**config.mk**
```make
export PLATFORM = sky130hd
export DESIGN_NAME = weighted_grid_distance_heuristic_flat
export DESIGN_NICKNAME = d
export VERILOG_FILES = /design/src/wgdh_pkg.sv /design/src/wgdh_cell_if.sv /design/src/wgdh_est_if.sv /design/src/wgdh_front.sv /design/src/wgdh_sqrt_cell.sv /design/src/wgdh_back.sv /design/src/weighted_grid_distance_heuristic.sv /design/src/flat_wrapper.sv
export VERILOG_INCLUDE_DIRS = /design/src /design/src/src
export SDC_FILE = /design/constraint.sdc
export NUM_CORES = 2
export LEC_CHECK = 0
export BUFFER_PORTS_ARGS = -buffer_cell sky130_fd_sc_hd__buf_2
export CELL_PAD_IN_SITES_DETAIL_PLACEMENT = 0
export CELL_PAD_IN_SITES_GLOBAL_PLACEMENT = 2
export CORE_ASPECT_RATIO = 1.1
export CORE_MARGIN = 5
export CORE_UTILIZATION = 39
export DETAILED_ROUTE_END_ITERATION = 7
export GPL_ROUTABILITY_DRIVEN = 0
export PLACE_DENSITY = 0.7
export REMOVE_ABC_BUFFERS = 1
export SYNTH_ARGS = -nofsm -noshare
export SYNTH_HDL_FRONTEND = slang
export SYNTH_SLANG_ARGS = --single-unit
export TNS_END_PERCENT = 50
```
**constraint.sdc**
```tcl
create_clock -name clk_i -period 10.8 [get_ports clk_i]
set_input_delay 0.54 -clock clk_i [delete_from_list [all_inputs] [get_ports clk_i]]
set_output_delay 0.54 -clock clk_i [all_outputs]
set_load 0.05 [all_outputs]
```
**src/weighted_grid_distance_heuristic_assert.svh**
```systemverilog
// Assertion macros for the distance estimate block.
// Both macros sample on clk_i and are disabled while rst_ni is low.
`ifndef WEIGHTED_GRID_DISTANCE_HEURISTIC_ASSERT_SVH
`define WEIGHTED_GRID_DISTANCE_HEURISTIC_ASSERT_SVH

`ifndef NO_ASSERTIONS
`define WGDH_ASSERT_IMP(lbl, ante, cons) \
  lbl: assert property (@(posedge clk_i) disable iff (!rst_ni) (ante) |-> (cons)) \
    else $error("wgdh: same-cycle check failed");
`define WGDH_ASSERT_NEXT(lbl, ante, cons) \
  lbl: assert property (@(posedge clk_i) disable iff (!rst_ni) (ante) |=> (cons)) \
    else $error("wgdh: next-cycle check failed");
`else
`define WGDH_ASSERT_IMP(lbl, ante, cons)
`define WGDH_ASSERT_NEXT(lbl, ante, cons)
`endif

`endif

```
**src/wgdh_pkg.sv**
```systemverilog
`timescale 1ns / 1ps

package wgdh_pkg;

  typedef enum logic [1:0] {
    METRIC_MANHATTAN = 2'd0,
    METRIC_EUCLID    = 2'd1,
    METRIC_DIAGONAL  = 2'd2
  } metric_e;

  localparam int unsigned CFG_IDX_W = 2;
  localparam logic [CFG_IDX_W-1:0] REG_GOAL_COL = 2'd0;
  localparam logic [CFG_IDX_W-1:0] REG_GOAL_ROW = 2'd1;
  localparam logic [CFG_IDX_W-1:0] REG_METRIC   = 2'd2;
  localparam logic [CFG_IDX_W-1:0] REG_WEIGHT   = 2'd3;

  localparam int unsigned MODE_W    = 2;
  localparam int unsigned WEIGHT_W  = 12;
  localparam int unsigned FRAC_BITS = 8;
  localparam int unsigned OUT_W     = 23;
  localparam int unsigned DIAG_W    = 15;

  localparam logic [WEIGHT_W-1:0] WEIGHT_RESET  = 12'd256;
  localparam logic [DIAG_W-1:0]   DIAG_FRAC_Q16 = 15'd27146;
  localparam logic [OUT_W-1:0]    OUT_MAX       = 23'h7FFFFF;

endpackage

```
**src/wgdh_cell_if.sv**
```systemverilog
`timescale 1ns / 1ps

interface wgdh_cell_if #(
  parameter int unsigned COORD_BITS = 10
) ();
  logic                  valid;
  logic                  ready;
  logic [COORD_BITS-1:0] cell_col;
  logic [COORD_BITS-1:0] cell_row;

  modport source (output valid, output cell_col, output cell_row, input ready);
  modport sink (input valid, input cell_col, input cell_row, output ready);
endinterface

```
**src/wgdh_est_if.sv**
```systemverilog
`timescale 1ns / 1ps

interface wgdh_est_if
  import wgdh_pkg::*;
();
  logic             valid;
  logic             ready;
  logic [OUT_W-1:0] estimate_q8;

  modport source (output valid, output estimate_q8, input ready);
  modport sink (input valid, input estimate_q8, output ready);
endinterface

```
**src/wgdh_front.sv**
```systemverilog
`timescale 1ns / 1ps

// Two stages: absolute deltas, then the squared radicand and the
// non-Euclidean distance in Q.8.
module wgdh_front
  import wgdh_pkg::*;
#(
  parameter int unsigned COORD_BITS = 10
) (
  input  logic                      clk_i,
  input  logic                      rst_ni,
  wgdh_cell_if.sink                 cell_i,
  input  logic [COORD_BITS-1:0]     goal_col_i,
  input  logic [COORD_BITS-1:0]     goal_row_i,
  input  logic [MODE_W-1:0]         mode_i,
  output logic                      valid_o,
  input  logic                      ready_i,
  output logic [2*COORD_BITS+17:0]  rad_o,
  output logic [COORD_BITS+8:0]     halt_o
);

  localparam int unsigned C    = COORD_BITS;
  localparam int unsigned H_W  = C + 9;
  localparam int unsigned RW   = 2 * H_W;
  localparam int unsigned SQ_W = 2 * C + 1;
  localparam int unsigned DP_W = C + DIAG_W;

  logic          va_q, vb_q;
  logic          rdy_a, rdy_b;
  logic [C-1:0]  dx_d, dy_d, dx_q, dy_q;
  logic [C-1:0]  big, lil;
  logic [2*C-1:0] dx2, dy2;
  logic [SQ_W-1:0] sq_sum;
  logic [DP_W-1:0] diag_p;
  logic [H_W-1:0]  h_d, h_q;
  logic [RW-1:0]   rad_d, rad_q;

  assign rdy_b        = !vb_q || ready_i;
  assign rdy_a        = !va_q || rdy_b;
  assign cell_i.ready = rdy_a;

  always_comb begin
    dx_d = (cell_i.cell_col >= goal_col_i) ? cell_i.cell_col - goal_col_i
                                           : goal_col_i - cell_i.cell_col;
    dy_d = (cell_i.cell_row >= goal_row_i) ? cell_i.cell_row - goal_row_i
                                           : goal_row_i - cell_i.cell_row;
  end

  always_comb begin
    dx2    = dx_q * dx_q;
    dy2    = dy_q * dy_q;
    sq_sum = SQ_W'(dx2) + SQ_W'(dy2);
    rad_d  = RW'(sq_sum) << (2 * FRAC_BITS);
    big    = (dx_q > dy_q) ? dx_q : dy_q;
    lil    = (dx_q > dy_q) ? dy_q : dx_q;
    diag_p = DP_W'(lil) * DP_W'(DIAG_FRAC_Q16);
    unique case (metric_e'(mode_i))
      METRIC_DIAGONAL: begin
        h_d = (H_W'(big) << FRAC_BITS) + H_W'(diag_p[DP_W-1:FRAC_BITS]);
      end
      default: begin
        // Euclidean items carry this too; the back end picks the root instead.
        h_d = H_W'(H_W'(dx_q) + H_W'(dy_q)) << FRAC_BITS;
      end
    endcase
  end

  always_ff @(posedge clk_i or negedge rst_ni) begin
    if (!rst_ni) begin
      va_q <= 1'b0;
      vb_q <= 1'b0;
    end else begin
      if (rdy_a) va_q <= cell_i.valid;
      if (rdy_b) vb_q <= va_q;
    end
  end

  always_ff @(posedge clk_i) begin
    if (rdy_a && cell_i.valid) begin
      dx_q <= dx_d;
      dy_q <= dy_d;
    end
    if (rdy_b && va_q) begin
      rad_q <= rad_d;
      h_q   <= h_d;
    end
  end

  assign valid_o = vb_q;
  assign rad_o   = rad_q;
  assign halt_o  = h_q;

endmodule

```
**src/wgdh_sqrt_cell.sv**
```systemverilog
`timescale 1ns / 1ps

// One restoring square-root step: two radicand bits in, one root bit out.
module wgdh_sqrt_cell #(
  parameter int unsigned ROOT_W = 19
) (
  input  logic                clk_i,
  input  logic                rst_ni,
  input  logic                valid_i,
  output logic                ready_o,
  input  logic [2*ROOT_W-1:0] rad_i,
  input  logic [ROOT_W+1:0]   rem_i,
  input  logic [ROOT_W-1:0]   root_i,
  input  logic [ROOT_W-1:0]   halt_i,
  output logic                valid_o,
  input  logic                ready_i,
  output logic [2*ROOT_W-1:0] rad_o,
  output logic [ROOT_W+1:0]   rem_o,
  output logic [ROOT_W-1:0]   root_o,
  output logic [ROOT_W-1:0]   halt_o
);

  localparam int unsigned RW    = 2 * ROOT_W;
  localparam int unsigned REM_W = ROOT_W + 2;
  localparam int unsigned CMP_W = REM_W + 2;

  logic             valid_q;
  logic [CMP_W-1:0] rem_sh, trial, rem_sub;
  logic             take;
  logic [RW-1:0]    rad_d, rad_q;
  logic [REM_W-1:0] rem_d, rem_q;
  logic [ROOT_W-1:0] root_d, root_q, halt_q;

  assign ready_o = !valid_q || ready_i;

  always_comb begin
    rem_sh  = {rem_i, rad_i[RW-1:RW-2]};
    trial   = CMP_W'({root_i, 2'b01});
    take    = rem_sh >= trial;
    rem_sub = rem_sh - trial;
    rem_d   = take ? rem_sub[REM_W-1:0] : rem_sh[REM_W-1:0];
    root_d  = {root_i[ROOT_W-2:0], take};
    rad_d   = {rad_i[RW-3:0], 2'b00};
  end

  always_ff @(posedge clk_i or negedge rst_ni) begin
    if (!rst_ni) begin
      valid_q <= 1'b0;
    end else if (ready_o) begin
      valid_q <= valid_i;
    end
  end

  always_ff @(posedge clk_i) begin
    if (ready_o && valid_i) begin
      rad_q  <= rad_d;
      rem_q  <= rem_d;
      root_q <= root_d;
      halt_q <= halt_i;
    end
  end

  assign valid_o = valid_q;
  assign rad_o   = rad_q;
  assign rem_o   = rem_q;
  assign root_o  = root_q;
  assign halt_o  = halt_q;

endmodule

```
**src/wgdh_back.sv**
```systemverilog
`timescale 1ns / 1ps

// Metric select and weight multiply, then truncation to Q.8 and saturation.
module wgdh_back
  import wgdh_pkg::*;
#(
  parameter int unsigned H_W = 19
) (
  input  logic                clk_i,
  input  logic                rst_ni,
  input  logic                valid_i,
  output logic                ready_o,
  input  logic [H_W-1:0]      root_i,
  input  logic [H_W-1:0]      halt_i,
  input  logic [MODE_W-1:0]   mode_i,
  input  logic [WEIGHT_W-1:0] weight_i,
  wgdh_est_if.source          est_o
);

  localparam int unsigned PROD_W = H_W + WEIGHT_W;
  localparam int unsigned SH_W   = PROD_W - FRAC_BITS;
  localparam int unsigned EXT_W  = (SH_W > OUT_W) ? SH_W : OUT_W;

  logic              vp_q, vo_q;
  logic              rdy_p, rdy_o;
  logic [H_W-1:0]    h_sel;
  logic [PROD_W-1:0] prod_d, prod_q;
  logic [EXT_W-1:0]  sh_ext;
  logic [OUT_W-1:0]  est_d, est_q;

  assign rdy_o   = !vo_q || est_o.ready;
  assign rdy_p   = !vp_q || rdy_o;
  assign ready_o = rdy_p;

  always_comb begin
    h_sel  = (metric_e'(mode_i) == METRIC_EUCLID) ? root_i : halt_i;
    prod_d = PROD_W'(h_sel) * PROD_W'(weight_i);
    sh_ext = EXT_W'(prod_q[PROD_W-1:FRAC_BITS]);
    est_d  = (sh_ext > EXT_W'(OUT_MAX)) ? OUT_MAX : sh_ext[OUT_W-1:0];
  end

  always_ff @(posedge clk_i or negedge rst_ni) begin
    if (!rst_ni) begin
      vp_q <= 1'b0;
      vo_q <= 1'b0;
    end else begin
      if (rdy_p) vp_q <= valid_i;
      if (rdy_o) vo_q <= vp_q;
    end
  end

  always_ff @(posedge clk_i) begin
    if (rdy_p && valid_i) prod_q <= prod_d;
    if (rdy_o && vp_q)    est_q  <= est_d;
  end

  assign est_o.valid       = vo_q;
  assign est_o.estimate_q8 = est_q;

endmodule

```
**src/weighted_grid_distance_heuristic.sv**
```systemverilog
`timescale 1ns / 1ps
// Weighted grid distance estimate. Each item on cell_i carries a cell's column
// and row; the block returns one item on est_o holding the distance from that
// cell to the configured goal, in unsigned Q.8, times the Q4.8 weight and
// saturated at 2^23 - 1. Manhattan, exact floor-Euclidean and octile
// (diagonal) metrics are selectable; metric code 3 acts as Manhattan. The
// block takes one item every cycle unless every stage is full and est_o
// stalls, and holds up to COORD_BITS + 13 items in flight: COORD_BITS + 9
// cells of the square-root chain, which resolves one root bit per cell,
// plus two front stages (deltas, squares) and two back stages (weight
// multiply, saturation). Every stage stalls on its own, so an empty stage
// still takes an item while a result waits on est_o. Registers are written
// through cfg_we_i / cfg_idx_i / cfg_wdata_i, and must only be changed while
// no item is in flight; the Euclidean root and the mode's Manhattan or
// diagonal distance are computed for every item, and the registered mode
// and weight are sampled by the stages as the item passes.
`include "weighted_grid_distance_heuristic_assert.svh"

module weighted_grid_distance_heuristic
  import wgdh_pkg::*;
#(
  parameter int unsigned COORD_BITS = 10
) (
  input  logic                 clk_i,
  input  logic                 rst_ni,
  input  logic                 cfg_we_i,
  input  logic [CFG_IDX_W-1:0] cfg_idx_i,
  input  logic [((COORD_BITS > WEIGHT_W) ? COORD_BITS : WEIGHT_W)-1:0] cfg_wdata_i,
  wgdh_cell_if.sink            cell_i,
  wgdh_est_if.source           est_o
);

  // Root width: the radicand (dx^2 + dy^2) << 16 has at most 2*COORD_BITS + 17
  // bits, so its root fits in COORD_BITS + 9 bits, which is also the width of
  // the Manhattan and diagonal distances in Q.8.
  localparam int unsigned N     = COORD_BITS + 9;
  localparam int unsigned RW    = 2 * N;
  localparam int unsigned REM_W = N + 2;

  // Configuration registers.
  logic [COORD_BITS-1:0] goal_col_q, goal_row_q;
  logic [MODE_W-1:0]     mode_q;
  logic [WEIGHT_W-1:0]   weight_q;

  always_ff @(posedge clk_i or negedge rst_ni) begin
    if (!rst_ni) begin
      goal_col_q <= '0;
      goal_row_q <= '0;
      mode_q     <= METRIC_MANHATTAN;
      weight_q   <= WEIGHT_RESET;
    end else if (cfg_we_i) begin
      unique case (cfg_idx_i)
        REG_GOAL_COL: goal_col_q <= cfg_wdata_i[COORD_BITS-1:0];
        REG_GOAL_ROW: goal_row_q <= cfg_wdata_i[COORD_BITS-1:0];
        REG_METRIC:   mode_q     <= cfg_wdata_i[MODE_W-1:0];
        REG_WEIGHT:   weight_q   <= cfg_wdata_i[WEIGHT_W-1:0];
        default: ;
      endcase
    end
  end

  // Links of the cell chain: position 0 is the front end's output, position N
  // the last cell's output.
  logic [N:0]       sq_vld, sq_rdy;
  logic [RW-1:0]    sq_rad  [N+1];
  logic [REM_W-1:0] sq_rem  [N+1];
  logic [N-1:0]     sq_root [N+1];
  logic [N-1:0]     sq_halt [N+1];

  wgdh_front #(
    .COORD_BITS (COORD_BITS)
  ) u_front (
    .clk_i      (clk_i),
    .rst_ni     (rst_ni),
    .cell_i     (cell_i),
    .goal_col_i (goal_col_q),
    .goal_row_i (goal_row_q),
    .mode_i     (mode_q),
    .valid_o    (sq_vld[0]),
    .ready_i    (sq_rdy[0]),
    .rad_o      (sq_rad[0]),
    .halt_o     (sq_halt[0])
  );

  // The root and the partial remainder start from zero for every item.
  assign sq_rem[0]  = '0;
  assign sq_root[0] = '0;

  for (genvar k = 0; k < N; k++) begin : g_cell
    wgdh_sqrt_cell #(
      .ROOT_W (N)
    ) u_cell (
      .clk_i   (clk_i),
      .rst_ni  (rst_ni),
      .valid_i (sq_vld[k]),
      .ready_o (sq_rdy[k]),
      .rad_i   (sq_rad[k]),
      .rem_i   (sq_rem[k]),
      .root_i  (sq_root[k]),
      .halt_i  (sq_halt[k]),
      .valid_o (sq_vld[k+1]),
      .ready_i (sq_rdy[k+1]),
      .rad_o   (sq_rad[k+1]),
      .rem_o   (sq_rem[k+1]),
      .root_o  (sq_root[k+1]),
      .halt_o  (sq_halt[k+1])
    );
  end

  wgdh_back #(
    .H_W (N)
  ) u_back (
    .clk_i    (clk_i),
    .rst_ni   (rst_ni),
    .valid_i  (sq_vld[N]),
    .ready_o  (sq_rdy[N]),
    .root_i   (sq_root[N]),
    .halt_i   (sq_halt[N]),
    .mode_i   (mode_q),
    .weight_i (weight_q),
    .est_o    (est_o)
  );

  // A finished root leaves a remainder of at most twice the root.
  logic [REM_W-1:0] root_x2;
  assign root_x2 = REM_W'(sq_root[N]) << 1;

  // The input can only be refused when every stage is full and the result
  // on the output is not being taken.
  `WGDH_ASSERT_IMP(a_stall_source, !cell_i.ready, est_o.valid && !est_o.ready)
  // The last cell always hands over a consistent root and remainder.
  `WGDH_ASSERT_IMP(a_root_rem, sq_vld[N], sq_rem[N] <= root_x2)
  // A root blocked at the end of the chain stays put until the back end takes it.
  `WGDH_ASSERT_NEXT(a_root_hold, sq_vld[N] && !sq_rdy[N], sq_vld[N] && $stable(sq_root[N]))

endmodule
```
**src/flat_wrapper.sv**
```systemverilog
// flat-port wrapper written by rule: the top's interface ports become plain ports
module weighted_grid_distance_heuristic_flat import wgdh_pkg::*;
#(
  parameter int unsigned COORD_BITS = 10
)
  (clk_i, rst_ni, cfg_we_i, cfg_idx_i, cfg_wdata_i, cell_i_valid, cell_i_cell_col, cell_i_cell_row, cell_i_ready, est_o_valid, est_o_estimate_q8, est_o_ready);
  wgdh_cell_if #(.COORD_BITS(COORD_BITS)) cell_i_i ();
  wgdh_est_if est_o_i ();
  input  logic clk_i;
  input  logic rst_ni;
  input  logic cfg_we_i;
  input  logic [CFG_IDX_W-1:0] cfg_idx_i;
  input  logic [((COORD_BITS > WEIGHT_W) ? COORD_BITS : WEIGHT_W)-1:0] cfg_wdata_i;
  input wire logic [$bits(cell_i_i.valid)-1:0] cell_i_valid;
  input wire logic [$bits(cell_i_i.cell_col)-1:0] cell_i_cell_col;
  input wire logic [$bits(cell_i_i.cell_row)-1:0] cell_i_cell_row;
  output wire logic [$bits(cell_i_i.ready)-1:0] cell_i_ready;
  output wire logic [$bits(est_o_i.valid)-1:0] est_o_valid;
  output wire logic [$bits(est_o_i.estimate_q8)-1:0] est_o_estimate_q8;
  input wire logic [$bits(est_o_i.ready)-1:0] est_o_ready;
  assign cell_i_i.valid = cell_i_valid;
  assign cell_i_i.cell_col = cell_i_cell_col;
  assign cell_i_i.cell_row = cell_i_cell_row;
  assign cell_i_ready = cell_i_i.ready;
  assign est_o_valid = est_o_i.valid;
  assign est_o_estimate_q8 = est_o_i.estimate_q8;
  assign est_o_i.ready = est_o_ready;
  weighted_grid_distance_heuristic #(.COORD_BITS(COORD_BITS)) u_core (.clk_i(clk_i), .rst_ni(rst_ni), .cfg_we_i(cfg_we_i), .cfg_idx_i(cfg_idx_i), .cfg_wdata_i(cfg_wdata_i), .cell_i(cell_i_i), .est_o(est_o_i));
endmodule
```
## Yosys cells after proc, flatten, opt, wreduce, memory -nomap -nowiden

Cells that the tools add are included.

| word-level totals | value |
|---|---|
| word-level logic and storage cells | 264 |
| flip-flop bits (word level) | 1,192 |
| input port bits | 39 |
| output and inout port bits | 25 |

| operators by class | value |
|---|---|
| add/sub/neg operators | 25 |
| muxes and demuxes | 24 |
| equal/unequal tests | 5 |
| reductions and logical operators | 74 |
| $lt $le $gt $ge | 23 |
| multiply operators | 4 |

Operators with widths:

| operator | number |
|---|---|
| $mux 21 | 17 |
| $mul 10x10->20 | 2 |
| $mux 10 | 4 |
| $sub 10x10->10 | 4 |
| $mux 19 | 2 |
| $mul 19x12->31 | 1 |
| $mul 10x14->24 const B | 1 |
| $ge 23x10->1 | 1 |
| $ge 23x11->1 | 1 |
| $ge 23x12->1 | 1 |
| $ge 23x13->1 | 1 |
| $ge 23x14->1 | 1 |
| $ge 23x15->1 | 1 |
| $ge 23x16->1 | 1 |
| $ge 23x17->1 | 1 |
| $ge 23x18->1 | 1 |
| $ge 23x19->1 | 1 |
| $ge 23x20->1 | 1 |
| $ge 23x3->1 | 1 |
| $ge 23x4->1 | 1 |
| $ge 23x5->1 | 1 |
| $ge 23x6->1 | 1 |
| $ge 23x7->1 | 1 |
| $ge 23x8->1 | 1 |
| other kinds (34) | 107 |

## Logic depth before layout (Yosys ltp)

| logic depth | value |
|---|---|
| depth in word-level cells | 25 |
| mapped depth | 38 |
| mapped depth without buffers | 36 |

## Modules after synthesis

A second synthesis with hierarchy kept.

| unflattened totals | value |
|---|---|
| cell total of the unflattened synthesis | 8,327 |
| area total of the unflattened synthesis | 105,194.6 µm² |

By module, submodules not included:

| module | seq. area each (µm²) | cells each | area an instance (µm²) | times used |
|---|---|---|---|---|
| wgdh_sqrt_cell (u_core.g_cell[0].u_cell ...) | 2,877.8 | 312 | 4,294.1 | 15 |
| wgdh_sqrt_cell (u_core.g_cell[6].u_cell ...) | 2,877.8 | 316 | 4,495.6 | 4 |
| wgdh_front | 1,851.8 | 1,292 | 12,157.9 | 1 |
| wgdh_back | 1,431.4 | 1,015 | 9,257.6 | 1 |
| weighted_grid_distance_heuristic | 852.1 | 76 | 1,385.1 | 1 |

## Worst setup path after synthesis

No wires, ideal clock.

| timing | value |
|---|---|
| path kind | flip-flop to flip-flop |
| start | register u_core.u_front.dy_q[7] |
| end | register u_core.u_front.h_q[18] (netlist: u_core.u_front.halt_o[18]), data pin |
| data arrival time | 7.227 ns |
| period minus slack after synthesis | 7.486 ns |
| setup slack | 3.314 ns |
| cell stages (with the launch flop) | 34 |
| buffers on the path | 2 |
| data required time | 10.541 ns |
| setup time | 0.259 ns |
| cell sequence | edfxtp_1 -> clkbuf_1 -> inv_1 -> ha_1 -> nand4_1 -> a211oi_1 -> a2111oi_2 -> nor2_1 -> clkbuf_1 -> mux2_2 -> ha_1 -> inv_1 -> fa_1 -> inv_1 -> ha_1 -> fa_1 -> ha_1 -> ha_1 -> nand3_1 -> or3_1 -> nor2_1 -> nor2_1 -> xnor2_1 -> fa_1 -> a21o_1 -> a21oi_1 -> o21bai_1 -> a21oi_1 -> o21bai_1 -> a21oi_1 -> nor2b_1 -> nor2_1 -> o21ai_0 -> o31a_1 |

| between the ends | value |
|---|---|
| word-level cells in the longest chain between the ends | 5 |
| elaborated cells between the ends (all ways) | 7 |
| those cells by class | 2 x add/sub; 1 x mul; 1 x order compare; 3 x mux |

RTL lines:

| what | RTL line | source |
|---|---|---|
| from (decl) | wgdh_front.sv:30 | `logic [C-1:0] dx_d, dy_d, dx_q, dy_q;` |
| from (signal assigned) | wgdh_front.sv:81 | `dy_q <= dy_d;` |
| $gt 10x10->1 | wgdh_front.sv:54, wgdh_front.sv:55 |  |
| $mux 10 | wgdh_front.sv:55 | `lil = (dx_q > dy_q) ? dy_q : dx_q;` |
| $mul 10x14->24 | wgdh_front.sv:56 | `diag_p = DP_W'(lil) * DP_W'(DIAG_FRAC_Q16);` |
| $add 18x17->19 | wgdh_front.sv:59 | `h_d = (H_W'(big) << FRAC_BITS) + H_W'(diag_p[DP_W-1:FRAC_BITS]);` |
| $mux 19 * | wgdh_front.sv:57 | `unique case (metric_e'(mode_i))` |
| via u_core.u_front.h_d[18] | wgdh_front.sv:35 | `logic [H_W-1:0] h_d, h_q;` |
| to (signal assigned) | wgdh_front.sv:85 | `h_q <= h_d;` |
| to (decl) | wgdh_front.sv:35 |  |

Mark *: on every way through the listed nets, which the timed path passes. The rest lies on a longest branch.
A chain may end at the register's enable or synchronous reset.

## Worst setup path in the final report

| timing | value |
|---|---|
| start | register u_core.u_front.dy_q[6] |
| end | register u_core.u_front.h_q[18] (netlist: u_core.u_front.halt_o[18]), data pin |

Same word-level chain as after synthesis.

==> flow_summary_export.csv <==
group,metric,value,unit
status,run_status,"completed",
drt,drc_errors,0,
floorplanning,ios,64,
critical_path,worst-r2r-setup-slack,2.10,ns
timing,max_slew_margin,0.222,
timing,slew_viol_final,0,
timing,setup_viol_count_final,0,
yosys,synth_enable_flop_cells,1106,
floorplanning,die-area,175000,um2
timing,layout_min_cycle_time,8.70,ns
timing,worstMarginPinSlew,1.16,ns
critical_path,worst_path_max_delay_cell,"nor2_2",
critical_path,critical_path_required,11.29,ns
min_path,hp-class,"in2reg",
critical_path,timing.setup.critical_path_class,"reg2reg",
drt,route.detailed.vias_per_inst,4.78,
critical_path,timing.critical_path.to_type,"register",
yosys,netlist-cell-type-count,78,
yosys,number_of_register_bits_inferred_by_synthesis,1163,
timing,max_clock_freq,115,MHz
timing,rsz_0062_raised_after_global_routing,"no",
critical_path,slowest_delay,0.57,ns
drt,wirelength,126000,um
critical_path,startpoint_type,"register",
job,drv.max_cap_violation_count,0,
global_route,number_of_antenna_violations_at_the_first_check_in_global_routing,1,
global_route,pin_count_of_the_biggest_net_entering_global_routing,60,
floorplanning,core,166000,um2
timing,final.period_utilization,0.805,
critical_path,cp_top_family,"adder cells",
yosys,synth_seq_area_share,0.532,
layout,areaGrowthSynthToFinish,11.4,%
clocking,clk_pin_slew,0.06,ns
global_route,grt_first_pass_wirelength,206000,um
clocking,cts-htree-levels,4,
clocking,cts-root-to-sink-buffers,3,
yosys,syn_warnings,0,
drt,first_iter_violations,1479,
layout,final_common_cell,"edfxtp_1",
layout,most-common-layout-cells,"edfxtp_1 (1106), inv_1 (682), ha_1 (485)",
clocking,cts_root_buffer,"clkbuf_16",
layout,fin_nets,6194,
global_route,track_usage,0.148,
clocking,cts_resized,0,
critical_path,worstPathArrival,9.19,ns
layout,insertedDiodeCount,0,
placed_design,port_buffers,63,
global_route,first_global_vias,38700,
critical_path,most_prevalent_standard_cell_on_the_critical_path,"ha_1",
floorplanning,die_h,438,um
clocking,insertion_delay,0.76,ns
yosys,avgSynthCellArea,12.4,um2
timing,fin_skew,0.0303,ns
clocking,tritoncts_sink_count,1163,
placed_design,post-dp-hpwl,97200,um
yosys,synth_area,65100,um2
floorplanning,initial_core_util,0.392,
drt,final_antenna_net_count,0,
timing,timing_hold_violations_final,0,
floorplanning,chipWidth,399,um
layout,drive_above_1_share,0.0833,
drt,wl_per_cell,16.5,um
clocking,cts_inserted_buffers,133,
global_route,global_route.overflow_total,0,
drt,drt_pre_antenna_iters,5,
clocking,tritoncts,"yes",
yosys,synth_cells,5231,
timing,final_sum_of_negative_setup_slack,0,ns
drt,num_vias,36700,
critical_path,cp.buffers_inverters,3,
yosys,synthArstFlopShare,0.0490,
floorplanning,row_count,157,
yosys,ys.flop_type,"edfxtp_1",
layout,fillcell_total,15500,
critical_path,timing.critical_path.fanout_max,19,
synthesized netlist by cell type, drive strengths merged (75+ instances only):
library cell / instances / area [um2]
nand2: 435 / 1630
xnor2: 182 / 1590
a21o: 75 / 563
ha: 485 / 6070
fa: 327 / 6550
edfxtp: 1106 / 33200
xor2: 145 / 1270
a21oi: 208 / 1040
clkbuf: 114 / 428
inv: 684 / 2570
mux2: 93 / 1050
o21ai: 193 / 966
nor2: 286 / 1070
nor3: 91 / 455
and2: 123 / 769
cell families (layout without fill, tap and decap cells):
kind of cell / after synthesis / after routing / synth area share
AOI/OAI and AO/OA: 698 / 698 / 0.0667
and+or+nand+nor: 1298 / 1298 / 0.0963
DFF: 1163 / 1163 / 0.532
other: 1 / 1 / 0.0000576
adders and majority gates: 812 / 812 / 0.194
muxes: 111 / 111 / 0.0189
xor gates and xnor gates: 327 / 327 / 0.0440
buffers and inverters: 821 / 1038 / 0.0478
layer usage:
metal  routed length, um  track usage  vias to the layer above
met2               67800        0.276                      368
li1                    -            -                    18300
met3                3740       0.0251                      185
met1               51200        0.173                    17800
met5                   0            0                        -
met4                3540       0.0440                        0
final cells by class:
class                      count  area (um2)  area share
clock buffer                 168        3540      0.0489
tap                         2226        2790      0.0384
inverter                     688        2580      0.0356
sequential                  1163       34600       0.478
timing repair buffer         110         678     0.00935
multi-input combinational   3247       27400       0.378
clock inverter                72         858      0.0118
tightest hold or removal path: cells and delay by family:
kind            cells  cell delay, ns
buf+inv             1            0.12
compound gates      1            0.07
simple gates        1            0.05
path summary, 6_finish.rpt:
path	startpoint	to	cells after the start
hold / removal	cfg_wdata_i[5]	u_core.goal_col_q[5]$_DFFE_PN0P_	3
setup reg to reg	u_core.u_front.dy_q[6]$_DFFE_PP_	u_core.u_front.halt_o[18]$_DFFE_PP_	34
setup / recovery	u_core.u_front.dy_q[6]$_DFFE_PP_	u_core.u_front.halt_o[18]$_DFFE_PP_	34
max in group asynchronous	rst_ni	u_core.g_cell[12].u_cell.valid_o$_DFFE_PN0P_	3
hold reg to reg	u_core.g_cell[7].u_cell.rad_o[34]$_DFFE_PP_	u_core.g_cell[8].u_cell.rad_o[36]$_DFFE_PP_	0
min in group asynchronous	rst_ni	u_core.weight_q[11]$_DFFE_PN0P_	3
registers in the layout, indices dropped and copies added (netlist names), 2 cells and up:
register                         flops
u_core.u_front.dy_q                 10
u_core.u_front.dx_q                 10
u_core.u_front.halt_o               19
u_core.u_back.prod_q                23
u_core.g_cell.u_cell.rad_o         110
u_core.u_back.est_o.estimate_q8     23
u_core.g_cell.u_cell.root_o        190
u_core.mode_q                        2
u_core.g_cell.u_cell.valid_o        19
u_core.g_cell.u_cell.rem_o         339
u_core.u_front.rad_o                21
u_core.goal_row_q                   10
u_core.goal_col_q                   10
u_core.g_cell.u_cell.halt_o        361
u_core.weight_q                     12
what timing repair did:
item	CTS	global route
hold buffers	4	0
hold endpoints to repair	59	0
setup buffers	0	0
stage by stage:
step                 util  worst slack [ns]  std cells  hold WS (ns)  cell area [um2]
detailed placement  0.410              2.18       7430         0.405            68100
finish              0.436              2.10       7674        0.0794            72500
floorplan               -              2.90       5098         0.244            64500
global placement    0.410              2.23       7430         0.400            68100
CTS                 0.436              2.13       7674       0.00984            72500
global route        0.436              1.49       7674        0.0347            72500
Power is left out: the tool's default activity adds up to more than one toggle a clock period on the data nets, which glitch-free logic cannot reach.
